File: src/rtl/iiv_pkg.sv
`default_nettype none

package iiv_pkg;

  // list shape
  localparam int DEPTH     = 16;
  localparam int WORD_BITS = 32;
  localparam int IDX_W     = $clog2(DEPTH);
  localparam int CNT_W     = $clog2(DEPTH + 1);

  // fixed port field widths
  localparam int CMD_W      = 3;
  localparam int POS_W      = 5;
  localparam int WORD_IN_W  = 32;
  localparam int WORD_OUT_W = 32;
  localparam int STATUS_W   = 2;
  localparam int COUNT_W    = 5;
  localparam int CMP_W      = (POS_W > CNT_W) ? POS_W : CNT_W;

  localparam int IN_DATA_W  = ((POS_W + WORD_IN_W + 7) / 8) * 8;
  localparam int OUT_DATA_W = ((WORD_OUT_W + STATUS_W + COUNT_W + 1 + 7) / 8) * 8;

  typedef logic [WORD_BITS-1:0] word_t;

  typedef enum logic [CMD_W-1:0] {
    CMD_APPEND = 3'd0,
    CMD_POP    = 3'd1,
    CMD_READ   = 3'd2,
    CMD_INSERT = 3'd3,
    CMD_CLEAR  = 3'd4
  } cmd_t;

  typedef enum logic [STATUS_W-1:0] {
    ST_OK    = 2'd0,
    ST_EMPTY = 2'd1,
    ST_RANGE = 2'd2,
    ST_FULL  = 2'd3
  } status_t;

  // write command broadcast to every cell
  typedef struct packed {
    logic             wr;
    logic [IDX_W-1:0] pos;
    word_t            word;
  } cell_ctl_t;

endpackage

`default_nettype wire

File: src/rtl/iiv_cell.sv
`default_nettype none

module iiv_cell
  import iiv_pkg::*;
(
  input  wire logic             clk,
  input  wire cell_ctl_t        ctl,
  input  wire logic [IDX_W-1:0] idx,
  input  wire word_t            prev,
  output word_t                 q
);

  // at the write position take the new word, above it take the lower neighbor
  always_ff @(posedge clk) begin
    if (ctl.wr) begin
      if (idx == ctl.pos) begin
        q <= ctl.word;
      end else if (idx > ctl.pos) begin
        q <= prev;
      end
    end
  end

endmodule

`default_nettype wire

File: src/rtl/indexed_insert_vector.sv
// Fixed-capacity ordered list of words held in a row of cells.
//
// Request channel (s_axis_*): s_axis_tuser carries the command (append, pop,
// read, insert, clear); s_axis_tdata carries the position and the word.
// Result channel (m_axis_*): one result per request with the word read,
// a status code, the length after the request and an empty flag.
//
// Each request is done at the edge that accepts it: the whole cell row
// updates at that single edge (an insert moves every later entry up one cell
// at once), and the result lands in the output register on that edge.
// Throughput is one request per cycle while the result side takes them.
//
// When the receiver stalls, the held result stays on m_axis_* and
// s_axis_tready drops until it is taken. Reset empties the list and drops
// the result valid; the cell contents are not cleared, since only entries
// below the length can be read.
`default_nettype none

module indexed_insert_vector
  import iiv_pkg::*;
(
  input  wire logic                  clk,
  input  wire logic                  rst,
  input  wire logic                  s_axis_tvalid,
  output logic                       s_axis_tready,
  // [4:0] position, [36:5] word_in, rest zero
  input  wire logic [IN_DATA_W-1:0]  s_axis_tdata,
  // [2:0] cmd
  input  wire logic [CMD_W-1:0]      s_axis_tuser,
  output logic                       m_axis_tvalid,
  input  wire logic                  m_axis_tready,
  // [31:0] word_out, [33:32] status, [38:34] count, [39] is_empty
  output logic [OUT_DATA_W-1:0]      m_axis_tdata
);

  logic [CNT_W-1:0]      fill;
  logic [CNT_W-1:0]      fill_next;
  logic                  accept;
  cmd_t                  cmd;
  logic [POS_W-1:0]      position;
  logic [WORD_IN_W-1:0]  word_in;
  logic [CMP_W-1:0]      pos_ext;
  logic [CMP_W-1:0]      fill_ext;
  logic                  full;
  status_t               status_next;
  word_t                 rd_word;
  cell_ctl_t             ctl;
  word_t                 cell_q [DEPTH];

  logic [WORD_OUT_W-1:0] word_out;
  status_t               status;
  logic [COUNT_W-1:0]    count;
  logic                  is_empty;

  assign s_axis_tready = !m_axis_tvalid || m_axis_tready;
  assign accept        = s_axis_tvalid && s_axis_tready;

  assign cmd      = cmd_t'(s_axis_tuser);
  assign position = s_axis_tdata[POS_W-1:0];
  assign word_in  = s_axis_tdata[POS_W +: WORD_IN_W];
  assign pos_ext  = CMP_W'(position);
  assign fill_ext = CMP_W'(fill);
  assign full     = (fill == CNT_W'(DEPTH));

  always_comb begin
    status_next = ST_OK;
    fill_next   = fill;
    rd_word     = '0;
    ctl.wr      = 1'b0;
    ctl.pos     = fill[IDX_W-1:0];
    ctl.word    = WORD_BITS'(word_in);
    unique case (cmd)
      CMD_APPEND: begin
        if (full) begin
          status_next = ST_FULL;
        end else begin
          ctl.wr    = accept;
          fill_next = fill + CNT_W'(1);
        end
      end
      CMD_POP: begin
        if (fill == '0) begin
          status_next = ST_EMPTY;
        end else begin
          fill_next = fill - CNT_W'(1);
        end
      end
      CMD_READ: begin
        if (pos_ext >= fill_ext) begin
          status_next = ST_RANGE;
        end else begin
          rd_word = cell_q[pos_ext[IDX_W-1:0]];
        end
      end
      CMD_INSERT: begin
        if (pos_ext > fill_ext) begin
          status_next = ST_RANGE;
        end else if (full) begin
          status_next = ST_FULL;
        end else begin
          ctl.wr    = accept;
          ctl.pos   = pos_ext[IDX_W-1:0];
          fill_next = fill + CNT_W'(1);
        end
      end
      CMD_CLEAR: begin
        fill_next = '0;
      end
      default: begin
      end
    endcase
  end

  genvar gi;
  generate
    for (gi = 0; gi < DEPTH; gi++) begin : g_cell
      word_t prev;
      if (gi == 0) begin : g_first
        assign prev = '0;
      end else begin : g_rest
        assign prev = cell_q[gi-1];
      end
      iiv_cell u_cell (
        .clk  (clk),
        .ctl  (ctl),
        .idx  (IDX_W'(gi)),
        .prev (prev),
        .q    (cell_q[gi])
      );
    end
  endgenerate

  always_ff @(posedge clk) begin
    if (rst) begin
      fill          <= '0;
      m_axis_tvalid <= 1'b0;
    end else begin
      if (accept) begin
        fill          <= fill_next;
        m_axis_tvalid <= 1'b1;
      end else if (m_axis_tready) begin
        m_axis_tvalid <= 1'b0;
      end
    end
  end

  // result payload, held while the receiver stalls
  always_ff @(posedge clk) begin
    if (accept) begin
      word_out <= WORD_OUT_W'(rd_word);
      status   <= status_next;
      count    <= COUNT_W'(fill_next);
      is_empty <= (fill_next == '0);
    end
  end

  assign m_axis_tdata = OUT_DATA_W'({is_empty, count, status, word_out});

  a_fill_bound: assert property (@(posedge clk) disable iff (rst)
    fill <= CNT_W'(DEPTH))
    else $error("list length beyond capacity");

  a_empty_flag: assert property (@(posedge clk) disable iff (rst)
    m_axis_tvalid |-> (is_empty == (count == '0)))
    else $error("empty flag disagrees with count");

  a_clear: assert property (@(posedge clk) disable iff (rst)
    (accept && cmd == CMD_CLEAR) |=> (fill == '0))
    else $error("clear left entries");

  a_pop: assert property (@(posedge clk) disable iff (rst)
    (accept && cmd == CMD_POP && fill != '0) |=> (fill == $past(fill) - CNT_W'(1)))
    else $error("pop did not shorten list");

  a_count_tracks_fill: assert property (@(posedge clk) disable iff (rst)
    accept |=> (count == COUNT_W'(fill)))
    else $error("reported count differs from length");

endmodule

`default_nettype wire
File: config.mk
export PLATFORM = sky130hd
export DESIGN_NAME = indexed_insert_vector
export DESIGN_NICKNAME = d
export VERILOG_FILES = /design/src/rtl/iiv_pkg.sv /design/src/rtl/iiv_cell.sv /design/src/rtl/indexed_insert_vector.sv
export SDC_FILE = /design/constraint.sdc
export NUM_CORES = 1
export LEC_CHECK = 0
export ABC_AREA = 0
export CELL_PAD_IN_SITES_DETAIL_PLACEMENT = 1
export CELL_PAD_IN_SITES_GLOBAL_PLACEMENT = 2
export CORE_MARGIN = 10
export CORE_UTILIZATION = 48
export CTS_CLUSTER_DIAMETER = 30
export DETAILED_ROUTE_END_ITERATION = 12
export DONT_BUFFER_PORTS = 1
export PLACE_DENSITY = 0.77
export REMOVE_ABC_BUFFERS = 1
export SLEW_MARGIN = 0
export SYNTH_ARGS = -nofsm -noshare
export SYNTH_HDL_FRONTEND = slang
export SYNTH_HIERARCHICAL = 1
export SYNTH_SLANG_ARGS = --single-unit
File: constraint.sdc
create_clock -name clk -period 7.75 [get_ports clk]
set_input_delay 1.55 -clock clk [delete_from_list [all_inputs] [get_ports clk]]
set_output_delay 1.55 -clock clk [all_outputs]
set_load 0.01 [all_outputs]
==> Word level (Yosys, flattened, before mapping) <==
Cells that the tools add are included.
W data, S select, Z words.
{ "totals": {"n_memories": 0, "wordCells": 157, "latchBits": 0, "inputBits": 47, "rom_bits": 0, "reg_bits": 558, "ram_bits": 0, "out_inout_bits": 42} }
{ "classes": {"n_mul": 0, "magnitude_cmp": 19, "bitwise_logic": 2, "n_reduce_logical": 41, "div_mod_pow": 0, "n_mux": 51, "n_shift": 0, "addsub": 2, "n_eq_ne": 20} }
{ "ops": {"columns": ["op", "n"], "rows": [
  ["$mux W32", 34],
  ["$bmux W32 S4", 1],
  ["$reduce_bool A2 Y1", 17],
  ["$eq A4 B4 Y1 const A", 8],
  ["$gt A4 B4 Y1 const A", 8],
  ["$reduce_and A2 Y1", 16],
  ["$mux W5", 5],
  ["$pmux W5 S4", 1],
  ["$eq A3 B4 Y1 const A", 4],
  ["$gt A3 B4 Y1 const A", 4],
  ["$logic_not A5 Y1", 2],
  ["$eq A2 B4 Y1 const A", 2],
  ["$gt A1 B4 Y1 const A", 2],
  ["$gt A2 B4 Y1 const A", 2],
  ["$pmux W2 S4", 1],
  ["$eq A3 B2 Y1 const B", 2],
  ["$mux W2", 3],
  ["$add A5 B1 Y5 const B", 1],
  ["$eq A5 B5 Y1 const B", 1],
  ["$ge A5 B5 Y1", 1],
  ["$ge A5 B5 Y1 const B", 1],
  ["$gt A5 B5 Y1", 1],
  ["$not A4 Y5", 1],
  ["$sub A5 B1 Y5 const B", 1],
  ["other kinds (13)", 16]
]} }

==> Longest topological paths before layout <==
Gate-level depths: netlist of the first run.
{ "logic_depth": {"word_depth": 9, "ltp_mapped": 17, "mapped_depth_nobuf": 13} }

==> By module <==
The synthesis of the first run kept the hierarchy.
{ "by_module_without_submodules": {"columns": ["module", "seq_area_each_um2", "area_per_inst_um2", "cells_each", "n_inst"], "rows": [
  ["iiv_cell", 960.9, 1579.0, 81, 16],
  ["indexed_insert_vector", 1321.3, 6238.5, 425, 1]
]} }

==> Worst setup path before layout of the first run <==
Ideal clock, no wire load.
{ "synth_path": {"path_type": "input to register", "from": "input s_axis_tdata[0]", "to": "register g_cell[11].u_cell.q[0] (enable)", "setup_ps": 441, "cell_stages": 16, "t_required_ps": 7309, "path_buffers": 5, "setup_slack_ps": 862, "arrival_time_ps": 6447, "cell_sequence": "buf_2 > buf_6 > buf_6 > inv_1 > ha_1 > inv_1 > nor2_1 > a211o_1 > buf_2 > nand2_1 > nor2_1 > o21ai_0 > ha_1 > nand4_4 > buf_6 > a31oi_1"} }
{ "synth_rtl": {"columns": ["item", "line", "rtl"], "rows": [
  ["start: declaration", "indexed_insert_vector.sv:27", "input wire logic [IN_DATA_W-1:0] s_axis_tdata,"],
  ["end signal: assignment", "iiv_cell.sv:17", "q <= ctl.word;"],
  ["end signal: assignment", "iiv_cell.sv:19", "q <= prev;"],
  ["end: declaration", "iiv_cell.sv:10", "output word_t q"]
]} }

==> results of run 1 <==
## per-stage QoR
step | power, mW | hold slack (ns)
detailed placement | 4.27 | 0.562
global placement | 4.25 | 0.549
finish | 10.1 | 0.561
CTS | 10.2 | 0.563
global route | 10.4 | 0.584
floorplan | 4.07 | 0.530
## logic make-up after synthesis
kind of cell | share of synthesized area
AO/OA/AOI/OAI | 0.0202
AND/OR/NAND/NOR | 0.0305
XOR/XNOR | 0.000278
buffers and inverters | 0.0370
other | 0.000238
adder cells (fa/ha/maj) | 0.0282
multiplexers | 0.354
flip-flops | 0.530
## synthesized netlist by cell type, types with 17 or more instances
cell	count
mux4_2	160
a31oi_1	17
buf_6	59
nor2_1	19
inv_1	91
a21oi_1	22
mux2_4	464
clkbuf_1	18
nor2b_1	51
ha_1	71
o211ai_1	17
mux2_2	48
edfxtp_1	552
nand2_1	19
## layout make-up
class,instances,share of cell area
Sequential cell,558,0.447
Multi-Input combinational cell,1069,0.381
Clock buffer,155,0.0946
Clock inverter,96,0.0316
Tap cell,855,0.0286
Inverter,92,0.00924
Timing Repair Buffer,39,0.00817
## worst reg2reg max path: stages, from the launching register on
cell     delay, ns
dfxtp_1       0.59
inv_1         0.17
ha_1          0.35
nand4_1       0.15
nor2_1        0.25
a211o_1       0.36
nand2_1       0.23
o21ai_1       0.61
buf_4         0.31
inv_1         0.07
ha_1          0.37
nand4_4       0.44
a31oi_4       0.27
buf_4         0.66
## worst min path at each step
stage / from / end / slack [ns] / cells past startpoint
CTS: g_cell[12].u_cell/q[29] / g_cell[13].u_cell/q[29] / 0.56 / 1
global route: g_cell[8].u_cell/q[9] / g_cell[9].u_cell/q[9] / 0.58 / 1
floorplan: fill[4] / fill[4] / 0.53 / 2
detailed placement: g_cell[2].u_cell/q[8] / g_cell[3].u_cell/q[8] / 0.56 / 1
global placement: g_cell[2].u_cell/q[31] / g_cell[3].u_cell/q[31] / 0.55 / 1
finish: g_cell[12].u_cell/q[29] / g_cell[13].u_cell/q[29] / 0.56 / 1
## registers in the layout, summed over array words and instances, names as in the netlist
register / cells
g_cell.u_cell/q: 512
status: 2
is_empty: 1
fill: 5
m_axis_tvalid: 1
count: 5
word_out: 32
## report_power, final
group | switching (mW) | internal [mW] | total, mW
logic | 0.412 | 0.427 | 0.839
clock network | 1.88 | 4.00 | 5.88
registers | 0.0291 | 3.37 | 3.40
total | 2.32 | 7.80 | 10.1
## layer usage
| layer | up-vias | share of wire |
|---|---|---|
| li1 | 7227 | - |
| met1 | 9505 | 0.41 |
| met2 | 790 | 0.49 |
| met3 | 163 | 0.078 |
| met4 | 0 | 0.022 |
| met5 | - | 0 |
==> results.sh, run 1 <==
export IMPL_crit_start="s_axis_tdata[1]"
export IMPL_mostFrequentLayoutCell="edfxtp_1"
export IMPL_relSlewSlack=0.339
export IMPL_placed_area_mm2=0.0327
export IMPL_antenna_cells=0
export IMPL_required_ns=8.07
export IMPL_die_height_um=276
export IMPL_fin_cells=2864
export IMPL_syn_instance_count=1721
export IMPL_drtIter0Drc=1762
export IMPL_post_cts_buffers=0
export IMPL_cts_tree="built"
export IMPL_pin_count=89
export IMPL_ctsResizeCount=0
export IMPL_viasPerCell=6.17
export IMPL_avgSynthCellArea_um2=18.3
export IMPL_ir_worst_vdd_v=0.000180
export IMPL_clock_path_buffers=3
export IMPL_regArea_mm2=0.0167
export IMPL_clkSlewWorstSetupHoldPaths_ns=0.05
export IMPL_reg2reg_to="g_cell[8].u_cell/q[12]"
export IMPL_rows=93
export IMPL_grt_pass1_vias=19400
export IMPL_fillers=5747
export IMPL_antenna_found_initial=0
export IMPL_use_met2=0.395
export IMPL_start_util=0.487
export IMPL_path_class="in2reg"
export IMPL_synthTopCellsByArea="edfxtp_1 (53%), mux2_4 (22%), mux4_2 (11%), ha_1 (2.8%), buf_6 (2.1%)"
export IMPL_finalInstanceArea_mm2=0.0374
export IMPL_hpwl_um=45800
export IMPL_worstReg2RegStart="fill[3]"
export IMPL_hold_buffers=0
export IMPL_seq_area_frac_synth=0.530
export IMPL_gp_congestion=0.796
export IMPL_outcome="completed"
export IMPL_rr_worst_depth=13
export IMPL_async_reset_ff_frac=0
export IMPL_rrSetupSlack_ns=2.51
export IMPL_drt_pass1_iterations=5
export IMPL_ant_nets=0
export IMPL_cts_inserted_buffers=137
export IMPL_vias=17700
export IMPL_layout_common_cells="edfxtp_1 (552), mux2_4 (464), mux4_2 (160)"
export IMPL_yosysWarnings=6
export IMPL_clkSinkCount=558
export IMPL_setup_slack_ns=2.42
export IMPL_ys_types=59
export IMPL_path_max_fanout=130
export IMPL_dp_cells=2613
export IMPL_hold_violations=0
export IMPL_drv_cap=0
export IMPL_rsz0062_at_grt="false"
export IMPL_area_growth_pct=18.7
export IMPL_coreArea_mm2=0.0647
export IMPL_min_path_type="reg2reg"
export IMPL_cp_slowest_cell="buf_4"
export IMPL_finalCritPeriodShare=0.688
export IMPL_p_leak_nw=14.7
export IMPL_endpoint="g_cell[8].u_cell/q[12]"
export IMPL_drc=0
export IMPL_setup_violations=0
export IMPL_path_delay_family="compound AO/OA/AOI/OAI gates"
export IMPL_skew_ns=0.0258
export IMPL_critPathBufInv=3
export IMPL_grt_max_degree=131
export IMPL_dieWidth_um=276
export IMPL_slowest_delay_ns=0.66
export IMPL_path_cells="ha_1 > nand4_1 > nor2_1 > a211o_1 > nand2_1 > o21ai_1 > buf_4 > inv_1 > ha_1 > nand4_4 > a31oi_4 > buf_4"
export IMPL_drive_gt1_frac=0.479
export IMPL_dpl_worst_slack_ns=1.75
export IMPL_cp_start_kind="input pin"
export IMPL_synth_seq_cells=558
export IMPL_wl_um=91900
export IMPL_cts_htree_levels=4
export IMPL_synth_edff_count=552
export IMPL_die_area_mm2=0.0763
export IMPL_grt_pass1_wl_um=135000
export IMPL_port_buffers=0
export IMPL_final_max_slew_viol_count=0
export IMPL_fin_nets=2015
export IMPL_cp_depth=12
export IMPL_clock_fmax_ghz=0.188
export IMPL_cp_arrival_ns=5.65
export IMPL_worst_pin_slew_ns=0.991
export IMPL_clk_latency_ns=0.72
export IMPL_grt_use_met3=0.0560
export IMPL_cts_root_buffer="clkbuf_16"
export IMPL_grt_total_usage=0.238
export IMPL_synth_area_leader_cell="edfxtp_1"
export IMPL_end_kind="flip-flop"
export IMPL_synth_top_area_share=0.526
export IMPL_multiInputGateArea_mm2=0.0142
export IMPL_top_usage_layer="met2"
export IMPL_grt_overflow=0
export IMPL_setup_tns_ns=0
export IMPL_synth_ff_type="edfxtp_1"
export IMPL_synth_area_mm2=0.0315
export IMPL_wl_per_cell_um=32.1
export IMPL_post_route_util=0.578
export IMPL_p_per_area_mw_per_mm2=271
export IMPL_period_minus_slack_ns=5.33
export IMPL_grt_use_met1=0.304
No activity file was read; power rests on OpenSTA's default activity.
==> inputs of run 2 (changes only) <==
==> constraint.sdc (replaced) <==
create_clock -name clk -period 5 [get_ports clk]
set_input_delay 1 -clock clk [delete_from_list [all_inputs] [get_ports clk]]
set_output_delay 1 -clock clk [all_outputs]
set_load 0.01 [all_outputs]
==> run 2 against run 1 <==
- critical path depth is 1 higher
- sequential power grew 55%
- combinational power grew 59%
- final cell count rose by 0.28%
- clock skew decreased by 0.0032 ns
- critical path type is now reg2reg
- largest cell class unchanged
==> results.sh, run 2 (synthesis results as in run 1) <==
export IMPL_outcome="completed"
export IMPL_clk_latency_ns=0.71
export IMPL_clock_fmax_ghz=0.239
export IMPL_gp_congestion=0.795
export IMPL_p_per_area_mw_per_mm2=400
export IMPL_final_max_slew_viol_count=0
export IMPL_path_max_fanout=19
export IMPL_ctsResizeCount=0
export IMPL_die_height_um=276
export IMPL_hpwl_um=49100
export IMPL_endpoint="g_cell[9].u_cell/q[30]"
export IMPL_antenna_cells=0
export IMPL_fin_nets=2034
export IMPL_pin_count=89
export IMPL_cp_start_kind="flip-flop"
export IMPL_end_kind="flip-flop"
export IMPL_drive_gt1_frac=0.478
export IMPL_mostFrequentLayoutCell="edfxtp_1"
export IMPL_post_cts_buffers=0
export IMPL_finalCritPeriodShare=0.837
export IMPL_largest_reg_flops=512
export IMPL_die_area_mm2=0.0763
export IMPL_hold_violations=0
export IMPL_crit_start="fill[3]"
export IMPL_worst_pin_slew_ns=0.860
export IMPL_post_route_util=0.579
export IMPL_coreArea_mm2=0.0647
export IMPL_drv_cap=0
export IMPL_setup_slack_ns=0.817
export IMPL_worstReg2RegStart="fill[3]"
export IMPL_drtIter0Drc=1669
export IMPL_start_util=0.487
export IMPL_reg_largest_list="g_cell.u_cell/q (512), word_out (32)"
export IMPL_rr_worst_depth=13
export IMPL_regArea_mm2=0.0167
export IMPL_cp_arrival_ns=4.57
export IMPL_wl_per_cell_um=31.5
export IMPL_port_buffers=0
export IMPL_required_ns=5.38
export IMPL_dpl_worst_slack_ns=0.570
export IMPL_reg2reg_to="g_cell[9].u_cell/q[30]"
export IMPL_rows=93
export IMPL_clkSlewWorstSetupHoldPaths_ns=0.05
export IMPL_clock_path_buffers=3
export IMPL_p_leak_nw=14.7
export IMPL_wl_um=90400
export IMPL_rrSetupSlack_ns=0.82
export IMPL_vias=17500
export IMPL_setup_violations=0
export IMPL_cts_htree_levels=4
export IMPL_area_growth_pct=18.8
export IMPL_ir_worst_vdd_v=0.000323
export IMPL_top_register="g_cell.u_cell/q"
export IMPL_grt_pass1_vias=19300
export IMPL_viasPerCell=6.10
export IMPL_cts_tree="built"
export IMPL_relSlewSlack=0.427
export IMPL_grt_pass1_wl_um=133000
export IMPL_skew_ns=0.0226
export IMPL_cts_inserted_buffers=134
export IMPL_min_path_type="in2reg"
export IMPL_layout_common_cells="edfxtp_1 (552), mux2_4 (464), mux4_2 (160)"
export IMPL_antenna_found_initial=0
export IMPL_multiInputGateArea_mm2=0.0142
export IMPL_drt_pass1_iterations=8
export IMPL_grt_max_degree=131
export IMPL_cts_root_buffer="clkbuf_16"
export IMPL_grt_total_usage=0.235
export IMPL_setup_tns_ns=0
export IMPL_ant_nets=0
export IMPL_dieWidth_um=276
export IMPL_hold_buffers=0
export IMPL_rsz0062_at_grt="false"
export IMPL_period_minus_slack_ns=4.18
export IMPL_clkSinkCount=558
export IMPL_grt_overflow=0
export IMPL_fillers=5728
export IMPL_drc=0
export IMPL_path_class="reg2reg"
==> run 2: critical path, cell delays in order, from the launching register on <==
cell and delay, ns:
dfxtp_1 0.55, inv_1 0.17, ha_1 0.34, nand4_1 0.15
nor2_1 0.24, a211o_1 0.16, nand2_1 0.14, o21ai_1 0.27
buf_12 0.19, inv_1 0.06, ha_1 0.37, o211ai_1 0.16
a31oi_4 0.71, buf_12 0.31
==> run 2: metal layers <==
metal | vias to the layer above | share of wire | global-route usage
li1 | 7258 | - | -
met5 | - | 0 | 0
met1 | 9352 | 0.41 | 0.295
met4 | 0 | 0.025 | 0.0859
met2 | 748 | 0.50 | 0.393
met3 | 149 | 0.067 | 0.0515
==> run 2: how the worst min path moves through the flow <==
stage | start | to | slack [ns] | cells past startpoint
6_report | rst | m_axis_tvalid | 0.37 | 1
5_1_grt | rst | fill[1] | 0.35 | 1
4_1_cts | rst | fill[2] | 0.33 | 1
3_5_place_dp | g_cell[12].u_cell/q[22] | g_cell[13].u_cell/q[22] | 0.56 | 1
3_3_place_gp | g_cell[6].u_cell/q[0] | g_cell[7].u_cell/q[0] | 0.55 | 1
2_1_floorplan | fill[4] | fill[4] | 0.53 | 2
==> run 2: where the power goes <==
group	internal, mW	switching (mW)
clock	5.69	2.71
sequential	5.22	0.0403
combinational	0.692	0.643
==> run 2: stage by stage <==
| stage | total power, mW | hold slack, ns | std cells | area, µm² |
|---|---|---|---|---|
| floorplan | 6.30 | 0.530 | 1719 | 31000 |
| global placement | 6.61 | 0.549 | 2635 | 33100 |
| detailed placement | 6.65 | 0.561 | 2635 | 33100 |
| CTS | 15.1 | 0.330 | 2872 | 37400 |
| global route | 15.5 | 0.347 | 2872 | 37400 |
| finish | 15.0 | 0.366 | 2872 | 37400 |
==> run 2: cell type report <==
type,count,area share
Clock buffer,164,0.0945
Clock inverter,73,0.0211
Inverter,92,0.00922
Multi-Input combinational cell,1069,0.380
Sequential cell,558,0.446
Tap cell,855,0.0286
Timing Repair Buffer,61,0.0203
